==> config.mk <==
export PLATFORM = sky130hd
export DESIGN_NAME = bf7_position
export DESIGN_NICKNAME = d
export VERILOG_FILES = /design/src/bf7_pkg.sv /design/src/bf7_position.sv
export SDC_FILE = /design/constraint.sdc
export NUM_CORES = 1
export LEC_CHECK = 0
export BUFFER_PORTS_ARGS = -buffer_cell sky130_fd_sc_hd__buf_2
export CORE_ASPECT_RATIO = 0.8
export CORE_MARGIN = 2
export CORE_UTILIZATION = 50
export CTS_CLUSTER_SIZE = 16
export DETAILED_ROUTE_END_ITERATION = 6
export GPL_ROUTABILITY_DRIVEN = 0
export HOLD_SLACK_MARGIN = 0.12
export PLACE_DENSITY = 0.8
export SLEW_MARGIN = 30
export SYNTH_ARGS = -nofsm -noshare
export SYNTH_HDL_FRONTEND = slang
export SYNTH_SLANG_ARGS = --single-unit
==> constraint.sdc <==
create_clock -name clk -period 13 [get_ports clk]
set_input_delay 2.6 -clock clk [delete_from_list [all_inputs] [get_ports clk]]
set_output_delay 2.6 -clock clk [all_outputs]
set_load 0.05 [all_outputs]
==> src/bf7_pkg.sv <==
// Shared types and constants for the 7x7 box filter.
// Used by every module of the filter; depends on nothing.
package bf7_pkg;

    // Image geometry limits
    localparam int TAPS       = 7;
    localparam int LINES      = TAPS - 1;
    localparam int MARGIN     = 3;
    localparam int MAX_WIDTH  = 1024;
    localparam int MAX_HEIGHT = 4096;

    // Field and register widths
    localparam int PIX_W   = 8;
    localparam int COL_W   = 10;
    localparam int ROW_W   = 12;
    localparam int WID_W   = 11;
    localparam int HGT_W   = 13;
    localparam int CSUM_W  = 11;
    localparam int TOTAL_W = 14;
    localparam int CFG_IDX_W  = 1;
    localparam int CFG_DATA_W = 13;

    // Register indexes of the configuration channel
    localparam logic [CFG_IDX_W-1:0] REG_IMAGE_WIDTH  = 1'b0;
    localparam logic [CFG_IDX_W-1:0] REG_IMAGE_HEIGHT = 1'b1;

    // Reset values of the configuration registers
    localparam logic [WID_W-1:0] WIDTH_RESET  = WID_W'(MAX_WIDTH);
    localparam logic [HGT_W-1:0] HEIGHT_RESET = HGT_W'(MAX_HEIGHT);

    // Divide by 49: q = (t * 21400) >> 20 is exact for t < 16384
    localparam int DIV_MULT_W = 15;
    localparam int DIV_SHIFT  = 20;
    localparam logic [DIV_MULT_W-1:0] DIV_MULT = 15'd21400;
    localparam int PROD_W = TOTAL_W + DIV_MULT_W;

    // Per-item control carried down the pipeline
    typedef struct packed {
        logic [COL_W-1:0] col;
        logic [ROW_W-1:0] out_row;
        logic [COL_W-1:0] out_col;
        logic             first_col;
        logic             produce;
        logic             last;
    } item_info_t;

endpackage

==> src/bf7_position.sv <==
// Configuration registers and raster position counters of the box filter.
// Depends on bf7_pkg.
module bf7_position
    import bf7_pkg::*;
(
    input  logic                  clk,
    input  logic                  rst_n,
    input  logic                  cfg_valid,
    output logic                  cfg_ready,
    input  logic [CFG_IDX_W-1:0]  cfg_index,
    input  logic [CFG_DATA_W-1:0] cfg_data,
    input  logic                  accept,
    input  logic                  frame_start,
    output item_info_t            info
);

    logic [WID_W-1:0] width_reg;
    logic [HGT_W-1:0] height_reg;
    logic [COL_W-1:0] col_pos_reg;
    logic [COL_W-1:0] col_pos_next;
    logic [ROW_W-1:0] row_pos_reg;
    logic [ROW_W-1:0] row_pos_next;
    logic [WID_W-1:0] w_eff;
    logic [HGT_W-1:0] h_eff;
    logic [COL_W-1:0] col_raw;
    logic [ROW_W-1:0] row_raw;
    logic [COL_W-1:0] col;
    logic [ROW_W-1:0] row;
    logic             col_wrap;
    logic             row_wrap;

    assign cfg_ready = 1'b1;

    // Write configuration registers
    always_ff @(posedge clk or negedge rst_n)
    begin
        if (!rst_n)
        begin
            width_reg  <= WIDTH_RESET;
            height_reg <= HEIGHT_RESET;
        end
        else if (cfg_valid)
        begin
            unique case (cfg_index)
                REG_IMAGE_WIDTH:  width_reg  <= cfg_data[WID_W-1:0];
                REG_IMAGE_HEIGHT: height_reg <= cfg_data[HGT_W-1:0];
                default:          width_reg  <= width_reg;
            endcase
        end
    end

    // Clamp the image size to the supported range
    always_comb
    begin
        if (width_reg < WID_W'(TAPS))
            w_eff = WID_W'(TAPS);
        else if (width_reg > WID_W'(MAX_WIDTH))
            w_eff = WID_W'(MAX_WIDTH);
        else
            w_eff = width_reg;

        if (height_reg < HGT_W'(TAPS))
            h_eff = HGT_W'(TAPS);
        else if (height_reg > HGT_W'(MAX_HEIGHT))
            h_eff = HGT_W'(MAX_HEIGHT);
        else
            h_eff = height_reg;
    end

    // Position of the current pixel, clipped to a shrunken image
    always_comb
    begin
        col_raw = frame_start ? '0 : col_pos_reg;
        row_raw = frame_start ? '0 : row_pos_reg;
        col = ({1'b0, col_raw} >= w_eff) ? COL_W'(w_eff - 1'b1) : col_raw;
        row = ({1'b0, row_raw} >= h_eff) ? ROW_W'(h_eff - 1'b1) : row_raw;

        col_wrap = ({1'b0, col} + WID_W'(1)) >= w_eff;
        row_wrap = ({1'b0, row} + HGT_W'(1)) >= h_eff;

        if (col_wrap)
        begin
            col_pos_next = '0;
            row_pos_next = row_wrap ? '0 : row + 1'b1;
        end
        else
        begin
            col_pos_next = col + 1'b1;
            row_pos_next = row;
        end

        info.col       = col;
        info.out_row   = row - ROW_W'(MARGIN);
        info.out_col   = col - COL_W'(MARGIN);
        info.first_col = (col == '0);
        info.produce   = (row >= ROW_W'(LINES)) && (col >= COL_W'(LINES));
        info.last      = ({1'b0, row} == h_eff - 1'b1) && ({1'b0, col} == w_eff - 1'b1);
    end

    // Advance the position on each accepted pixel
    always_ff @(posedge clk or negedge rst_n)
    begin
        if (!rst_n)
        begin
            col_pos_reg <= '0;
            row_pos_reg <= '0;
        end
        else if (accept)
        begin
            col_pos_reg <= col_pos_next;
            row_pos_reg <= row_pos_next;
        end
    end

    // Inside a row the column steps by one
    a_col_step: assert property (@(posedge clk) disable iff (!rst_n)
        (accept && !frame_start && ({1'b0, col_pos_reg} + WID_W'(1) < w_eff))
        |=> (col_pos_reg == $past(col_pos_reg) + 1'b1))
        else $error("column position did not advance by one");

    a_col_range: assert property (@(posedge clk) disable iff (!rst_n)
        $past(accept) |-> ({1'b0, col_pos_reg} < WID_W'(MAX_WIDTH)))
        else $error("column position beyond line store");

endmodule

### After elaboration in Yosys (flattened, before gate mapping)

Cells that the tools add are included.

* register bits after elaboration: 46
* latch bits: 0
* RAM bits: 0
* ROM bits: 0
* bits of input ports: 19
* memories: 0

* add/subtract/negate cells: 8
* $mul: 0
* divide/modulo/power cells: 0
* magnitude comparators: 10
* eq/ne operators: 2
* shifts and indexed selects: 0
* mux-type cells: 11
* bitwise operators: 1
* reductions and logical operators: 5

Operators by type and width (number)
* 12-bit 2-to-1 mux: 4
* 10-bit 2-to-1 mux: 3
* 13-bit 2-to-1 mux: 2
* 11-bit 2-to-1 mux: 2
* 12-bit by 1-bit adder with 13-bit output (second input constant): 1
* 12-bit by 13-bit equality test with 1-bit output: 1
* 12-bit by 13-bit greater-or-equal comparator with 1-bit output: 1
* 13-bit greater-or-equal comparator: 1
* 13-bit greater-than comparator (second input constant): 1
* 13-bit by 3-bit less-than comparator with 1-bit output (second input constant): 1
* 13-bit by 1-bit subtractor with 13-bit output (second input constant): 1
* 12-bit by 1-bit adder with 12-bit output (second input constant): 1
* 12-bit by 3-bit greater-or-equal comparator with 1-bit output (second input constant): 1
* 12-bit by 2-bit subtractor with 12-bit output (second input constant): 1
* 10-bit by 1-bit adder with 11-bit output (second input constant): 1
* 10-bit by 11-bit equality test with 1-bit output: 1
* 10-bit by 11-bit greater-or-equal comparator with 1-bit output: 1
* 11-bit greater-or-equal comparator: 1
* 11-bit greater-than comparator (second input constant): 1
* 11-bit by 3-bit less-than comparator with 1-bit output (second input constant): 1
* 11-bit by 1-bit subtractor with 11-bit output (second input constant): 1
* 10-bit by 1-bit adder with 10-bit output (second input constant): 1
* 10-bit by 3-bit greater-or-equal comparator with 1-bit output (second input constant): 1
* 10-bit logical NOT: 1
* other kinds (4): 6

### Longest topological paths before layout

* depth in word-level cells: 9
* mapped depth: 27
* depth with buffers taken out: 23

### Worst setup path after synthesis

Ideal clock, no wire load.

* path kind: input -> output
* start: input frame_start
* end: output info[11] in the netlist's numbering
* data arrival time: 8239 ps
* required time: 10400 ps
* path slack: 2161 ps
* stages: 17
* buffers on the path: 5
* cells stage by stage: buf_4 clkbuf_1 clkbuf_1 nand2b_1 ha_1 nor2b_1 o21ai_0 a21oi_1 o32a_1 buf_8 clkbuf_8 o21ai_0 inv_1 ha_1 nor3_1 nand2_1 xnor2_1

RTL lines
* from (decl): RTL line bf7_position.sv:13 `input logic frame_start,`
* to (decl): RTL line bf7_position.sv:14 `output item_info_t info`

==> results.cfg <==
[cells_and_area]
layout.nets = 780
drive_gt1_share_pct = 19.89
diodes = 0
largest_register_ffs = 13
syn_to_final_growth_pct = 7.179
instances_no_fill = 853
final_cell_area_mm2 = 0.006052

[timing]
fin_crit_sh_pct = 72.89
finalHoldViolCount = 0
maxSlewViolCount = 0
finalSetupViolCount = 0
fmax_ghz = 0.1055
rsz0062_at_grt = false
period_minus_slack_ns = 9.476
slew_headroom_pct = 37.18
worst_pin_slew_ns = 0.9161
setup_tns_ns = 0
skew_ns = 0.008267

[clock_network]
cts_buffer_depth = 2
clk_latency_ns = 0.30
htreeDepth = 2
numCtsBuffers = 5
cts_tree = built
root_buffer = clkbuf_16
clock-sinks = 46
post_cts_buffers = 0
cts_resized = 0
clkTransAtPathRegs_ns = 0.07
holdBufCountCts = 0

[floorplanning]
dieWidth_um = 122.8
dieArea_mm2 = 0.01216
rows = 34
coreArea_mm2 = 0.01093
boundaryPins = 55
die_h_um = 99.05
start_util_pct = 51.65

[yosys]
ys_ff_latch = 46
synthMostInstantiatedCell = nand2_1
netlist_instances = 681
yosysUniqueCellTypes = 85
synth_mux_area_share_pct = 10.97
synth_xor_area_share_pct = 5.584
synth_fp_nets = 753
netlist_area_mm2 = 0.005647
synthAdderAreaFrac_pct = 11.74
synth_top_cell_area_share_pct = 19.50
synth-seq-area-share_pct = 20.43
yosys_warnings = 0
synth_compound_area_share_pct = 20.98
synth_top_family_by_area = simple AND/OR/NAND/NOR gates
synth-edff-count = 0
ys_async_sr_fraction_pct = 100.0
synthSimpleGateAreaFrac_pct = 23.35
synth.area.top_cells = dfrtp_1 19%, ha_1 12%, mux2_2 6.2%, mux2i_1 4.8%, nand2_1 3.9%
yosys-top-cells-count = 58 x nand2_1, 53 x ha_1, 47 x nor2_1, 44 x dfrtp_1, 39 x inv_1
synth_area_leader_cell = dfrtp_1
synth-main-ff-cell = dfrtp_1
syn_avg_cell_area_um2 = 8.292

[hold_path]
holdPathEnd = height_reg[1]$_DFFE_PN0P_
min_path_cells = 1
hp-class = register to register
min_from = height_reg[1]$_DFFE_PN0P_

[critical_path]
path_class = primary input to output port
cp-start-kind = primary input
worstPathRequired_ns = 10.40
worstPathArrival_ns = 6.88
reg2reg_from = width_reg[7]$_DFFE_PN0P_
r2r_cells = 24
r2r_end = row_pos_reg[5]$_DFFE_PN0P_
timing.critical_path.to_type = output port
cp_max_fo = 31
reg2reg_slack_ns = 6.09

[place]
place_area_mm2 = 0.005903
dp_hpwl_um = 12680
port_buffers = 53
dp_cells = 845

[run_status]
status = completed

[detailed_routing]
post-route-drc-count = 0
dr.pass1.iters = 5
vias_per_cell = 6.556
vias = 5592
wl_per_cell_um = 18.94
dr.first_iter.drc_count = 747
ant_nets = 0
drt_wl_total_um = 16150

[global_routing]
grt_overflow = 0
grt_pass1_wl_um = 26260
track_usage_pct = 27.02
first_global_vias = 5158
grt_max_degree = 47
antenna_found_initial = 0

[run]
cap_violations = 0
## per-layer routing
| layer | up-vias | GRT usage (%) | wire length [um] |
|---|---|---|---|
| met5 | - | 0 | 0 |
| met4 | 0 | 6.897 | 398 |
| li1 | 2558 | - | - |
| met2 | 362 | 37.27 | 6604 |
| met3 | 49 | 7.465 | 1813 |
| met1 | 2623 | 40.98 | 7334 |
## area by class of cell
class                      instances  area, um2
tap                              144      180.2
clock buffer                       5      125.1
clock inverter                     3      23.77
multi-input combinational        558       4125
timing repair buffer              56      290.3
sequential                        46       1154
inverter                          41      153.9
fill                             934       4881
## placed cells by master (no fill, tap or decap), types with 5 or more instances in the layout
master / netlist / routed
nand2b_1: 14 / 14
a21o_1: 6 / 6
a31o_2: 14 / 14
xnor2_1: 23 / 23
nand3_1: 22 / 22
a21oi_1: 30 / 30
a2111oi_2: 5 / 6
nand4_1: 10 / 10
o21ai_0: 28 / 28
ha_1: 53 / 53
nor3_1: 17 / 17
nand2_1: 58 / 58
mux2i_1: 27 / 27
o22ai_1: 9 / 9
or2_2: 5 / 5
o211ai_1: 5 / 5
or3_1: 9 / 9
and2_1: 5 / 5
a211oi_1: 5 / 5
a31oi_1: 5 / 5
xor2_1: 13 / 13
dfrtp_1: 44 / 44
mux2_2: 31 / 31
nor2b_1: 23 / 23
a22oi_1: 5 / 5
inv_1: 39 / 39
nor4_1: 12 / 12
nor2_1: 47 / 47
buf_2: 2 / 52
o21a_1: 6 / 6
clkbuf_16: 0 / 5
## through the flow
step | util, % | hold WS, ns | setup WS [ns]
6_report | 55.36 | 0.5665 | 3.524
5_1_grt | 55.36 | 0.5985 | 3.343
4_1_cts | 55.36 | 0.5685 | 3.674
3_5_place_dp | 53.99 | 0.5543 | 3.671
3_3_place_gp | 53.97 | 0.5435 | 3.873
2_1_floorplan | - | 0.5100 | 2.161
## cells by family after synthesis
group / after synthesis
other cells: 1
xor+xnor: 36
simple gates: 249
mux: 58
flops: 46
fa+ha+maj: 53
compound gates: 161
buf+inv: 77
## worst max path at each step
stage / start / slack, ns / cells past startpoint / to
6_report: frame_start / 3.52 / 13 / info[2]
5_1_grt: frame_start / 3.34 / 13 / info[2]
4_1_cts: frame_start / 3.67 / 13 / info[2]
3_5_place_dp: frame_start / 3.67 / 13 / info[2]
3_3_place_gp: frame_start / 3.87 / 13 / info[2]
2_1_floorplan: frame_start / 2.16 / 17 / info[11]
## worst max-delay path, stage by stage
cell and delay [ns]:
buf_2 0.39, nand2b_1 0.19, inv_1 0.06, ha_1 0.31, a21oi_1 0.11, o21ai_0 0.11, a21oi_1 0.21, o32a_1 0.79
mux2i_1 0.51, nor4_1 0.55, nor3b_1 0.53, and3_1 0.23, buf_2 0.26
Power is not shown: default switching activity piles up to over one toggle a cycle in this logic, so the estimate is an artifact.
