<file path="src/bf7_pkg.sv">
// Shared types and constants for the 7x7 box filter.
// Used by every module of the filter; depends on nothing.
package bf7_pkg;

    // Image geometry limits
    localparam int TAPS       = 7;
    localparam int LINES      = TAPS - 1;
    localparam int MARGIN     = 3;
    localparam int MAX_WIDTH  = 1024;
    localparam int MAX_HEIGHT = 4096;

    // Field and register widths
    localparam int PIX_W   = 8;
    localparam int COL_W   = 10;
    localparam int ROW_W   = 12;
    localparam int WID_W   = 11;
    localparam int HGT_W   = 13;
    localparam int CSUM_W  = 11;
    localparam int TOTAL_W = 14;
    localparam int CFG_IDX_W  = 1;
    localparam int CFG_DATA_W = 13;

    // Register indexes of the configuration channel
    localparam logic [CFG_IDX_W-1:0] REG_IMAGE_WIDTH  = 1'b0;
    localparam logic [CFG_IDX_W-1:0] REG_IMAGE_HEIGHT = 1'b1;

    // Reset values of the configuration registers
    localparam logic [WID_W-1:0] WIDTH_RESET  = WID_W'(MAX_WIDTH);
    localparam logic [HGT_W-1:0] HEIGHT_RESET = HGT_W'(MAX_HEIGHT);

    // Divide by 49: q = (t * 21400) >> 20 is exact for t < 16384
    localparam int DIV_MULT_W = 15;
    localparam int DIV_SHIFT  = 20;
    localparam logic [DIV_MULT_W-1:0] DIV_MULT = 15'd21400;
    localparam int PROD_W = TOTAL_W + DIV_MULT_W;

    // Per-item control carried down the pipeline
    typedef struct packed {
        logic [COL_W-1:0] col;
        logic [ROW_W-1:0] out_row;
        logic [COL_W-1:0] out_col;
        logic             first_col;
        logic             produce;
        logic             last;
    } item_info_t;

endpackage

</file>
<file path="src/bf7_window.sv">
// Sliding window of seven column sums and its running total.
// Depends on bf7_pkg.
module bf7_window
    import bf7_pkg::*;
(
    input  logic               clk,
    input  logic               rst_n,
    input  logic               en,
    input  logic               first_col,
    input  logic [CSUM_W-1:0]  colsum,
    output logic [TOTAL_W-1:0] total
);

    logic [CSUM_W-1:0]  win_reg [0:TAPS-1];
    logic [TOTAL_W-1:0] total_reg;
    logic [TOTAL_W-1:0] base;
    logic [CSUM_W-1:0]  oldest;
    logic [TOTAL_W-1:0] win_sum;

    // Clear the window at the start of each row
    assign base   = first_col ? '0 : total_reg;
    assign oldest = first_col ? '0 : win_reg[0];
    assign total  = base + TOTAL_W'(colsum) - TOTAL_W'(oldest);

    // Shift in the new column sum
    always_ff @(posedge clk or negedge rst_n)
    begin
        if (!rst_n)
        begin
            total_reg <= '0;
            for (int k = 0; k < TAPS; k++)
                win_reg[k] <= '0;
        end
        else if (en)
        begin
            total_reg <= total;
            for (int k = 0; k < TAPS - 1; k++)
                win_reg[k] <= first_col ? '0 : win_reg[k+1];
            win_reg[TAPS-1] <= colsum;
        end
    end

    always_comb
    begin
        win_sum = '0;
        for (int k = 0; k < TAPS; k++)
            win_sum = win_sum + TOTAL_W'(win_reg[k]);
    end

    // Running total always matches the window contents once they are known
    a_total_match: assert property (@(posedge clk) disable iff (!rst_n)
        !$isunknown(win_sum) |-> (total_reg == win_sum))
        else $error("window total out of step with window");

endmodule

</file>
<file path="config.mk">
export PLATFORM = sky130hd
export DESIGN_NAME = bf7_window
export DESIGN_NICKNAME = d
export VERILOG_FILES = /design/src/bf7_pkg.sv /design/src/bf7_window.sv
export SDC_FILE = /design/constraint.sdc
export NUM_CORES = 1
export LEC_CHECK = 0
export ABC_AREA = 1
export BUFFER_PORTS_ARGS = -buffer_cell sky130_fd_sc_hd__buf_2
export CAP_MARGIN = 10
export CORE_ASPECT_RATIO = 1.25
export CORE_MARGIN = 2
export CORE_UTILIZATION = 55
export CTS_BUF_LIST = sky130_fd_sc_hd__clkbuf_8
export DETAILED_ROUTE_END_ITERATION = 8
export PLACE_DENSITY = 0.75
export SYNTH_ARGS = -nofsm -noshare
export SYNTH_HDL_FRONTEND = slang
export SYNTH_SLANG_ARGS = --single-unit
</file>
<file path="constraint.sdc">
create_clock -name clk -period 2.8 [get_ports clk]
set_input_delay 0.28 -clock clk [delete_from_list [all_inputs] [get_ports clk]]
set_output_delay 0.28 -clock clk [all_outputs]
set_load 0.01 [all_outputs]
</file>
# Word-level counts from Yosys, hierarchy flattened
# Index checks and enable logic that the tools add are counted.
# totals
reg_bits,91
input_bits,15
output_inout_bits,14
# op_classes
add_sub_neg,2
n_mux,8
# op_table
operator,n
$mux 11,7
$add 14x11->14,1
$mux 14,1
$sub 14x11->14,1

# Depth between registers and ports, before layout
# Gate-level depths: netlist of the first run.
# depth
word_depth,3
ltp_mapped,16
depth_no_buf,15

# Worst setup path after synthesis of the first run
# Ideal clock, no wire load.
# synth_path
path_kind,input -> output
from,input port first_col
to,output port total[6]
arrival_ns,2.345
path_slack_ns,0.175
stages,12
required_ns,2.520
cell_sequence,inv_1 -> clkbuf_1 -> nand2_1 -> fa_1 -> inv_1 -> ha_1 -> a21oi_2 -> o21ai_2 -> nand2_1 -> nand2_1 -> or2_1 -> and2_1
# synth_via
elab_chain_cells,3
elab_cells_between_ends,4
cone_classes,2 x add/sub; 2 x mux
# synth_rtl
item,line,rtl
"start, declared",bf7_window.sv:9,"input logic first_col,"
$mux 14,bf7_window.sv:21,assign base = first_col ? '0 : total_reg;
$add 14x11->14,bf7_window.sv:23,assign total = base + TOTAL_W'(colsum) - TOTAL_W'(oldest);
$sub 14x11->14 (*),bf7_window.sv:23,
"end, declared",bf7_window.sv:11,output logic [TOTAL_W-1:0] total
# Every way passes the cells marked *; elsewhere a longest branch is shown, timed or not.

# Worst setup path after layout of the first run
# layout_path
from,register win_reg[73] in the netlist's numbering
to,output port total[10]
# layout_via
elab_chain_cells,2
# layout_rtl
item,line,rtl
"start, declared",bf7_window.sv:14,logic [CSUM_W-1:0] win_reg [0:TAPS-1];
"start signal, assigned by index",bf7_window.sv:38,win_reg[k] <= first_col ? '0 : win_reg[k+1];
"start signal, assigned by index",bf7_window.sv:39,win_reg[TAPS-1] <= colsum;
$mux 11,bf7_window.sv:22,assign oldest = first_col ? '0 : win_reg[0];
$sub 14x11->14,bf7_window.sv:23,
# Every way passes these cells.

==> results of run 1 <==
==> critical path, stage by stage, from the launching register on <==
cell     delay, ns
dfrtp_1       0.38
inv_2         0.07
nor2_2        0.04
fa_1          0.53
inv_2         0.05
ha_4          0.24
a21oi_2       0.21
nor2_1        0.08
nor2_1        0.16
nand4_1       0.16
and2_1        0.20
buf_2         0.13
==> cells in the mapped netlist <==
| master | number | area share (%) |
|---|---|---|
| nand3_1 | 14 | 1.5 |
| o21ai_0 | 13 | 1.4 |
| xor2_1 | 4 | 0.77 |
| o21bai_1 | 1 | 0.17 |
| nand2_2 | 3 | 0.41 |
| a21oi_2 | 1 | 0.19 |
| nor2_1 | 26 | 2.2 |
| ha_1 | 14 | 3.9 |
| nand3b_1 | 2 | 0.33 |
| buf_1 | 5 | 0.41 |
| xnor2_1 | 1 | 0.19 |
| inv_1 | 133 | 11 |
| and2_1 | 7 | 0.97 |
| nand4_1 | 3 | 0.41 |
| a21oi_1 | 7 | 0.77 |
| clkbuf_1 | 7 | 0.58 |
| o22ai_1 | 66 | 9.1 |
| buf_2 | 8 | 0.88 |
| or2_0 | 1 | 0.14 |
| dfrtp_1 | 91 | 50 |
| nand2_1 | 107 | 8.9 |
| buf_6 | 1 | 0.25 |
| or2_1 | 1 | 0.14 |
| a21o_1 | 1 | 0.17 |
| fa_1 | 11 | 4.9 |
| o21ai_2 | 1 | 0.19 |
==> area by class of cell <==
cell class / instances / area share, %
repair buffers: 53 / 6.708
multi-input cells: 284 / 36.92
inverters: 133 / 9.103
clock buffers: 10 / 2.510
flip-flops and latches: 91 / 41.52
well taps: 97 / 2.213
clock inverters: 6 / 1.027
==> worst paths after layout <==
kind	end	depth (start not counted)	slack (ns)	start
max in group asynchronous	win_reg[35]$_DFFE_PN0P_	3	1.64	rst_n
setup / recovery	total[10]	11	-0.10	win_reg[73]$_DFFE_PN0P_
hold reg to reg	total_reg[1]$_DFFE_PN0P_	2	0.50	total_reg[1]$_DFFE_PN0P_
setup reg to reg	total_reg[9]$_DFFE_PN0P_	16	0.42	win_reg[73]$_DFFE_PN0P_
min in group asynchronous	win_reg[49]$_DFFE_PN0P_	2	0.49	rst_n
hold / removal	win_reg[3]$_DFFE_PN0P_	3	0.14	colsum[3]
==> per-layer routing <==
metal	GRT usage [%]	up-vias	part of all wire (%)
met5	0	-	0
met4	11.68	0	4.1
met3	4.385	46	6.1
met2	36.55	148	49
met1	31.50	1789	41
li1	-	1734	-
==> power groups by stage <==
| stage | registers [mW] | logic [mW] | clock network, mW |
|---|---|---|---|
| after global routing | 1.56 | 2.61 | 0.926 |
| after detailed placement | 1.57 | 1.58 | 0 |
| after CTS | 1.54 | 1.90 | 0.888 |
| after floorplan | 1.54 | 1.11 | 0 |
| after global placement | 1.56 | 1.54 | 0 |
| final | 1.55 | 2.41 | 0.866 |
==> per-stage QoR <==
stage | setup TNS [ns] | utilization, % | cell area, sq um
5_1_grt | -1.293 | 67.69 | 5484
2_1_floorplan | 0 | - | 4536
6_report | -0.3421 | 67.69 | 5484
3_5_place_dp | -0.03111 | 59.17 | 4793
4_1_cts | -0.05434 | 64.88 | 5256
3_3_place_gp | 0 | 59.17 | 4793
==> cells by family after synthesis <==
kind of cell             Yosys count  synth area share, %
adder cells (fa/ha/maj)           25                8.717
XOR/XNOR                           5               0.9655
AO/OA/AOI/OAI                     90                12.03
flip-flops                        91                50.21
buffers and inverters            154                13.13
AND/OR/NAND/NOR                  164                14.95
==> timing repair <==
action | CTS | global route
buffers inserted | 6 | 8
setup endpoints to repair | 10 | 10
gates resized for setup | 43 | 54
pin swaps | 24 | 33
hold buffers | 1 | 0
endpoints found under the hold margin | 52 | 0
gates cloned | 0 | 0
==> reports/qor.yml, run 1 <==
status: "finished with violations"
violations: "negative setup slack"
placement.io_buffers: 28
die_area_sq_um: 8994
startpoint_type: "register"
antenna_left: 0
seq_area_sq_um: 2277
dp_hpwl_um: 6484
switchingPower_mw: 1.941
drc: 0
clock_skew_ns: 0.01627
yosysUniqueCellTypes: 26
cts_made_buffers: 9
setup_viol: 7
min_period_ns: 2.903
syn-num-nets: 569
grt-ovfl-total: 0
power_density_nw_per_um2: 880.1
cellLeakagePower_nw: 2.697
wl_um: 10460
clock_latency_ns: 0.37
synth-seq-cells: 91
drive_gt1_share_pct: 26.86
holdWs_ns: 0.1407
clkSinkCount: 91
start_util_pct: 55.98
grt_usage_pct: 23.46
grt_max_degree: 54
end_kind: "output pin"
relSlewSlack_pct: 53.77
nets: 612
final_cell_count_no_fill: 674
setup_ws_ns: -0.1025
antenna_found_initial: 0
ir_drop_mv: 0.6981
place_ws_ns: -0.02910
power_mw: 4.827
synth_area_sq_um: 4536
cts.path.max_buffers: 2
worst_slew_pin_slew_ns: 0.6934
p_clk_share_pct: 17.9
p_comb_share_pct: 49.9
area_growth_pct: 20.91
avgSynthCellArea_sq_um: 8.574
critPathMaxFanout: 3
multi_input_area_sq_um: 2024
swShare_pct: 40.22
num_io_pins: 29
yosysSeqAreaShare_pct: 50.21
wl_per_cell_um: 15.53
htreeDepth: 3
place_inst: 643
final_cell_mix: "inv_1, dfrtp_1, nand2_1"
crit_required_ns: 2.52
finalCritPeriodShare_pct: 103.7
hold_class: "in2reg"
largest_reg_flops: 77
grt_pass1_wl_um: 16670
clk_pin_slew_worst_paths_ns: 0.10
grt_pass1_vias: 3590
critPathArrivalTime_ns: 2.62
slew_viol_final: 0
final_common_cell: "inv_1"
fill_cells: 586
hold_viol: 0
pwr-share-seq_pct: 32.2
routed-via-count: 3717
die_x_um: 85.23
drtIter0Drc: 260
max_freq_mhz: 344.5
cts-root-buf: "clkbuf_8"
synth_warnings: 0
rsz0062_at_grt: "yes"
cts_tree: "done"
first_pass_iters: 6
rows: 37
worstSetupPathType: "reg2out"
p_int_mw: 2.885
antenna_cells: 0
core_area_sq_um: 8102
netlist_instances: 529
cap_viol_max_count: 0
fp.dieH_um: 105.5
via_per_inst: 5.515
gp_congestion: 0.8466
Power figures use the tool's default switching activity.
==> run 2: changes to the inputs <==
--- a/config.mk
+++ b/config.mk
@@ -9,7 +9,6 @@
 export BUFFER_PORTS_ARGS = -buffer_cell sky130_fd_sc_hd__buf_2
 export CAP_MARGIN = 10
 export CORE_ASPECT_RATIO = 1.25
-export CORE_MARGIN = 2
 export CORE_UTILIZATION = 55
 export CTS_BUF_LIST = sky130_fd_sc_hd__clkbuf_8
 export DETAILED_ROUTE_END_ITERATION = 8
==> run 2 against run 1 <==
The flow still finishes with violations (negative setup slack). Global-route usage fell by 0.21 points. Clock skew fell by 0.0079 ns. Via count fell by 4.3%. Combinational power fell by 6%. Sequential cell count did not move. Register-to-register slack improved by 0.03 ns. First-iteration DRC count fell by 0.38%. Largest cell class unchanged. Largest power group unchanged.
==> reports/qor.yml, run 2 (synthesized netlist as in run 1, its figures left out) <==
hold_viol: 0  # unchanged
utilization_pct: 69.97  # +2.3 points
cts.path.max_buffers: 2  # unchanged
cts_tree: "done"
rsz0062_at_grt: "yes"
die_x_um: 83.23  # -2.3%
relSlewSlack_pct: 64.05  # +10 points
cap_viol_max_count: 0  # unchanged
clock_latency_ns: 0.36  # about the same
finalCritPeriodShare_pct: 103.1  # -0.59 points
hold_path.startpoint: "colsum[6]"
wl_um: 9724  # -7.1%
startpoint_type: "register"
antenna_cells: 0  # unchanged
setup_tns_ns: -0.1894  # +0.1528 ns
placement.io_buffers: 28  # unchanged
cts-root-buf: "clkbuf_8"
place_inst: 649  # +0.93%
routed-via-count: 3556  # -4.3%
crit_required_ns: 2.52  # about the same
rrSetupSlack_ns: 0.45  # +0.03 ns
wl_per_cell_um: 14.41  # -7.2%
start_util_pct: 57.54  # +1.6 points
startpoint: "win_reg[74]$_DFFE_PN0P_"
hold_class: "in2reg"
ir_drop_mv: 0.9166  # +31%
r2r-end: "total_reg[4]$_DFFE_PN0P_"
drc: 0  # unchanged
grt-ovfl-total: 0  # unchanged
gp_congestion: 0.9671  # +14%
status: "finished with violations"
fill_cells: 545  # -7.0%
drive_gt1_share_pct: 24.14  # -2.7 points
grt_usage_pct: 23.25  # -0.21 points
nets: 615  # +0.49%
met1_usage_pct: 32.28  # +0.79 points
critPathMaxFanout: 4  # +1
largest_reg_flops: 77  # unchanged
end_kind: "output pin"
clkSinkCount: 91  # unchanged
power_mw: 4.881  # +1.1%
final_cell_count_no_fill: 675  # +0.15%
antenna_left: 0  # unchanged
grt_max_degree: 92  # +70%
first_pass_iters: 6  # unchanged
power_density_nw_per_um2: 885.0  # +0.55%
cts_made_buffers: 9  # unchanged
met3_usage_pct: 4.622  # +0.24 points
reg2reg_depth: 10  # -6
clk_pin_slew_worst_paths_ns: 0.09  # about the same
setup_viol: 3  # -4
drtIter0Drc: 259  # -0.38%
rows: 36  # -2.7%
min_period_ns: 2.886  # -0.01648 ns
worst_slew_pin_slew_ns: 0.5393  # -0.1542 ns
fp.dieH_um: 103.5  # -1.9%
grt_pass1_vias: 3454  # -3.8%
max_freq_mhz: 346.5  # +0.57%
via_per_inst: 5.268  # -4.5%
holdPathStages: 3  # unchanged
critPathArrivalTime_ns: 2.61  # about the same
htreeDepth: 3  # unchanged
core_area_sq_um: 7883  # -2.7%
final_cell_mix: "inv_1, dfrtp_1, nand2_1"
r2r_start: "total_reg[1]$_DFFE_PN0P_"
cellLeakagePower_nw: 2.725  # +1.1%
grtUsageMet2_pct: 36.18  # -0.37 points
die_area_sq_um: 8616  # -4.2%
violations: "negative setup slack"
worstSetupPathType: "reg2out"
dp_hpwl_um: 6207  # -4.3%
grt_most_used_layer: "met2"
num_io_pins: 29  # unchanged
slew_viol_final: 0  # unchanged
worstHoldEndpoint: "win_reg[6]$_DFFE_PN0P_"
setup_ws_ns: -0.08603  # +0.01648 ns
final_common_cell: "inv_1"
grt_pass1_wl_um: 15810  # -5.2%
place_ws_ns: 0.02176  # +0.05086 ns
clock_skew_ns: 0.008365  # -0.007904 ns
area_growth_pct: 21.60
antenna_found_initial: 0  # unchanged
## run 2: cell count changes in the layout (fill, tap and decap cells not counted), moves of 3 or more
cell / previous run / this run
nand2_1: 81 / 90
nor2_1: 15 / 18
inv_2: 16 / 13
inv_1: 117 / 121
nand2_4: 5 / 2
nor2_2: 9 / 6
bufinv_16: 0 / 3
nand2_2: 24 / 18
## run 2: power breakdown
part           internal [mW]  total [mW]  switching (mW)  leakage (nW)
Sequential              1.46        1.53          0.0719          1.21
Combinational           1.01        2.26            1.25          1.39
Clock                  0.604        1.09           0.482         0.129
## run 2: worst max path at each step
stage | end | slack, ns | cells after the start
3_3_place_gp | total[6] | 0.08 | 14
6_report | total[10] | -0.09 | 12
2_1_floorplan | total[6] | 0.18 | 12
3_5_place_dp | total[12] | 0.02 | 11
4_1_cts | total[12] | -0.003 | 10
5_1_grt | total[10] | -0.20 | 14
## run 2: area by class of cell
| cell class | count | area (sq um) | area share, % |
|---|---|---|---|
| Clock inverter | 7 | 125.1 | 2.269 |
| Sequential cell | 91 | 2277 | 41.29 |
| Tap cell | 95 | 118.9 | 2.155 |
| Multi-Input combinational cell | 284 | 1981 | 35.91 |
| Inverter | 133 | 499.2 | 9.052 |
| Clock buffer | 9 | 123.9 | 2.246 |
| Timing Repair Buffer | 56 | 390.4 | 7.078 |
## run 2: repair_timing
item	4_1_cts	5_1_grt
pin swaps	11	22
resized for setup	28	47
cloned	0	0
hold buffers	1	0
setup endpoints to repair	10	12
setup buffers	3	6
hold endpoints to repair	91	0
## run 2: metrics by stage
step           hold slack, ns  cell area [sq um]
6_report               0.1430               5515
5_1_grt                0.1418               5515
4_1_cts                0.1342               5308
3_5_place_dp           0.3573               4863
3_3_place_gp           0.3532               4863
2_1_floorplan        -0.01559               4536
## run 2: per-layer routing
| layer | share of wire (%) | wire length (um) | vias to the layer above |
|---|---|---|---|
| met5 | 0 | 0 | - |
| met4 | 1.9 | 189 | 0 |
| met3 | 4.1 | 401 | 22 |
| met2 | 49 | 4733 | 93 |
| met1 | 45 | 4400 | 1712 |
| li1 | - | - | 1729 |
## run 2: critical path, cell delays in order, from the launching register on
cell and delay (ns):
dfrtp_1 0.37, inv_1 0.06, nor2_1 0.05, fa_1 0.50, inv_1 0.06, ha_4 0.29
nand2_1 0.13, nor2_2 0.18, nand3b_1 0.16, nand3_1 0.12, nand2_1 0.06, and2_1 0.13
buf_2 0.13
==> run 3: changes to the inputs <==
--- a/config.mk
+++ b/config.mk
@@ -16,3 +16,4 @@
 export SYNTH_ARGS = -nofsm -noshare
 export SYNTH_HDL_FRONTEND = slang
 export SYNTH_SLANG_ARGS = --single-unit
+export TNS_END_PERCENT = 10
==> run 3 against run 2 <==
The flow still finishes with violations (negative setup slack). Clock power about the same. Final cell count down 0.89%. Global-route usage unchanged. Utilization down 1.5 points. Count of clock-buffer cells in the layout unchanged. Sequential share of layout area up 0.89 points. First-iteration DRC count up 3.1%. Critical path depth unchanged. Critical endpoint unchanged. Largest cell class unchanged.
==> reports/qor.yml, run 3 (synthesized netlist as in run 1, its figures left out) <==
status: "finished with violations"
violations: "negative setup slack"
setup_ws_ns: -0.06051  # +0.02552 ns
grt_pass1_vias: 3454  # unchanged
r2r_start: "total_reg[1]$_DFFE_PN0P_"
routed-via-count: 3534  # -0.62%
relSlewSlack_pct: 63.71  # -0.34 points
fill_cells: 572  # +5.0%
antenna_found_initial: 0  # unchanged
clkSinkCount: 91  # unchanged
nets: 609  # -0.98%
hold_viol: 0  # unchanged
first_pass_iters: 4  # -2
fp.dieH_um: 103.5  # unchanged
setup_viol: 5  # +2
htreeDepth: 3  # unchanged
grt-ovfl-total: 0  # unchanged
wl_per_cell_um: 14.23  # -1.2%
core_area_sq_um: 7883  # unchanged
antenna_cells: 0  # unchanged
critPathArrivalTime_ns: 2.58  # -0.03 ns
num_io_pins: 29  # unchanged
critPathMaxFanout: 4  # unchanged
hold_path.startpoint: "colsum[6]"
max_freq_mhz: 349.6  # +0.89%
end_kind: "output pin"
via_per_inst: 5.283  # +0.27%
slew_viol_final: 0  # unchanged
cts_made_buffers: 9  # unchanged
worstHoldEndpoint: "win_reg[6]$_DFFE_PN0P_"
ir_drop_mv: 0.6587  # -28%
worst_slew_pin_slew_ns: 0.5444  # +0.005102 ns
startpoint_type: "register"
rsz0062_at_grt: "yes"
grt_max_degree: 92  # unchanged
finalCritPeriodShare_pct: 102.2  # -0.91 points
cts_tree: "done"
placement.io_buffers: 28  # unchanged
rows: 36  # unchanged
clock_skew_ns: 0.008293  # -0.00007158 ns
hold_class: "in2reg"
dp_hpwl_um: 6207  # unchanged
cap_viol_max_count: 0  # unchanged
power_density_nw_per_um2: 863.7  # -2.4%
antenna_left: 0  # unchanged
place_inst: 649  # unchanged
cts-root-buf: "clkbuf_8"
cellLeakagePower_nw: 2.678  # -1.7%
cts.path.max_buffers: 2  # unchanged
die_area_sq_um: 8616  # unchanged
drtIter0Drc: 267  # +3.1%
grt_pass1_wl_um: 15810  # unchanged
final_cell_mix: "inv_1, nand2_1, dfrtp_1"
start_util_pct: 57.54  # unchanged
final_cell_count_no_fill: 669  # -0.89%
rrSetupSlack_ns: 0.50  # +0.05 ns
wl_um: 9519  # -2.1%
crit_required_ns: 2.52  # about the same
worstSetupPathType: "reg2out"
drive_gt1_share_pct: 20.03  # -4.1 points
reg2reg_depth: 9  # -1
r2r-end: "total_reg[4]$_DFFE_PN0P_"
clk_pin_slew_worst_paths_ns: 0.10  # about the same
area_growth_pct: 19.03
die_x_um: 83.23  # unchanged
final_common_cell: "inv_1"
power_mw: 4.663  # -4.5%
largest_reg_flops: 77  # unchanged
gp_congestion: 0.9671  # unchanged
drc: 0  # unchanged
place_ws_ns: 0.02176  # unchanged
min_period_ns: 2.861  # -0.02552 ns
grt_usage_pct: 23.25  # unchanged
clock_latency_ns: 0.36  # about the same
holdPathStages: 3  # unchanged
[run 3: per-stage QoR]
stage | cell area (sq um) | utilization, % | TNS (ns) | hold slack (ns)
after floorplan | 4536 | - | 0 | -0.01559
after global placement | 4863 | 61.70 | 0 | 0.3532
after detailed placement | 4863 | 61.70 | 0 | 0.3573
after CTS | 5308 | 67.33 | -0.002890 | 0.1342
after global routing | 5399 | 68.49 | -1.291 | 0.1418
final | 5399 | 68.49 | -0.1397 | 0.1446
[run 3: report_power, final]
part | total, mW | leakage [nW] | internal [mW] | switching [mW]
Sequential | 1.53 | 1.21 | 1.46 | 0.0717
Combinational | 2.04 | 1.34 | 0.884 | 1.16
Clock | 1.09 | 0.129 | 0.604 | 0.484
[run 3: area by class of cell]
cell class	instances	area [sq um]	area share [%]
flip-flops and latches	91	2277	42.18
multi-input cells	284	1919	35.55
inverters	133	499.2	9.247
repair buffers	50	335.3	6.211
clock inverters	7	125.1	2.317
clock buffers	9	123.9	2.294
well taps	95	118.9	2.202
[run 3: what timing repair did]
action	CTS	global route
pin swaps	11	11
setup endpoints to repair	10	12
hold endpoints to repair	91	0
setup buffers	3	0
hold buffers	1	0
resized for setup	28	24
[run 3: metal layers]
metal	up-vias	global-route usage, %	part of all wire (%)
li1	1720	-	-
met1	1706	32.28	44
met2	86	36.18	50
met3	22	4.622	4.0
met4	0	9.113	2.1
met5	-	0	0
[run 3: worst max path at each step]
stage	from	to	slack, ns	cells after the start
floorplan	first_col	total[6]	0.18	12
global placement	first_col	total[6]	0.08	14
detailed placement	first_col	total[12]	0.02	11
CTS	win_reg[67]$_DFFE_PN0P_	total[12]	-0.003	10
global route	win_reg[70]$_DFFE_PN0P_	total[9]	-0.17	13
finish	win_reg[74]$_DFFE_PN0P_	total[10]	-0.06	12
[run 3: worst max-delay path: stages (launching register included)]
cell and delay [ns]:
dfrtp_1 0.37, inv_1 0.07, nor2_1 0.05, fa_1 0.50, inv_1 0.06, ha_4 0.30, nand2_1 0.12, nor2_2 0.16
nand3b_1 0.15, nand3_1 0.11, nand2_1 0.06, and2_1 0.13, buf_2 0.13
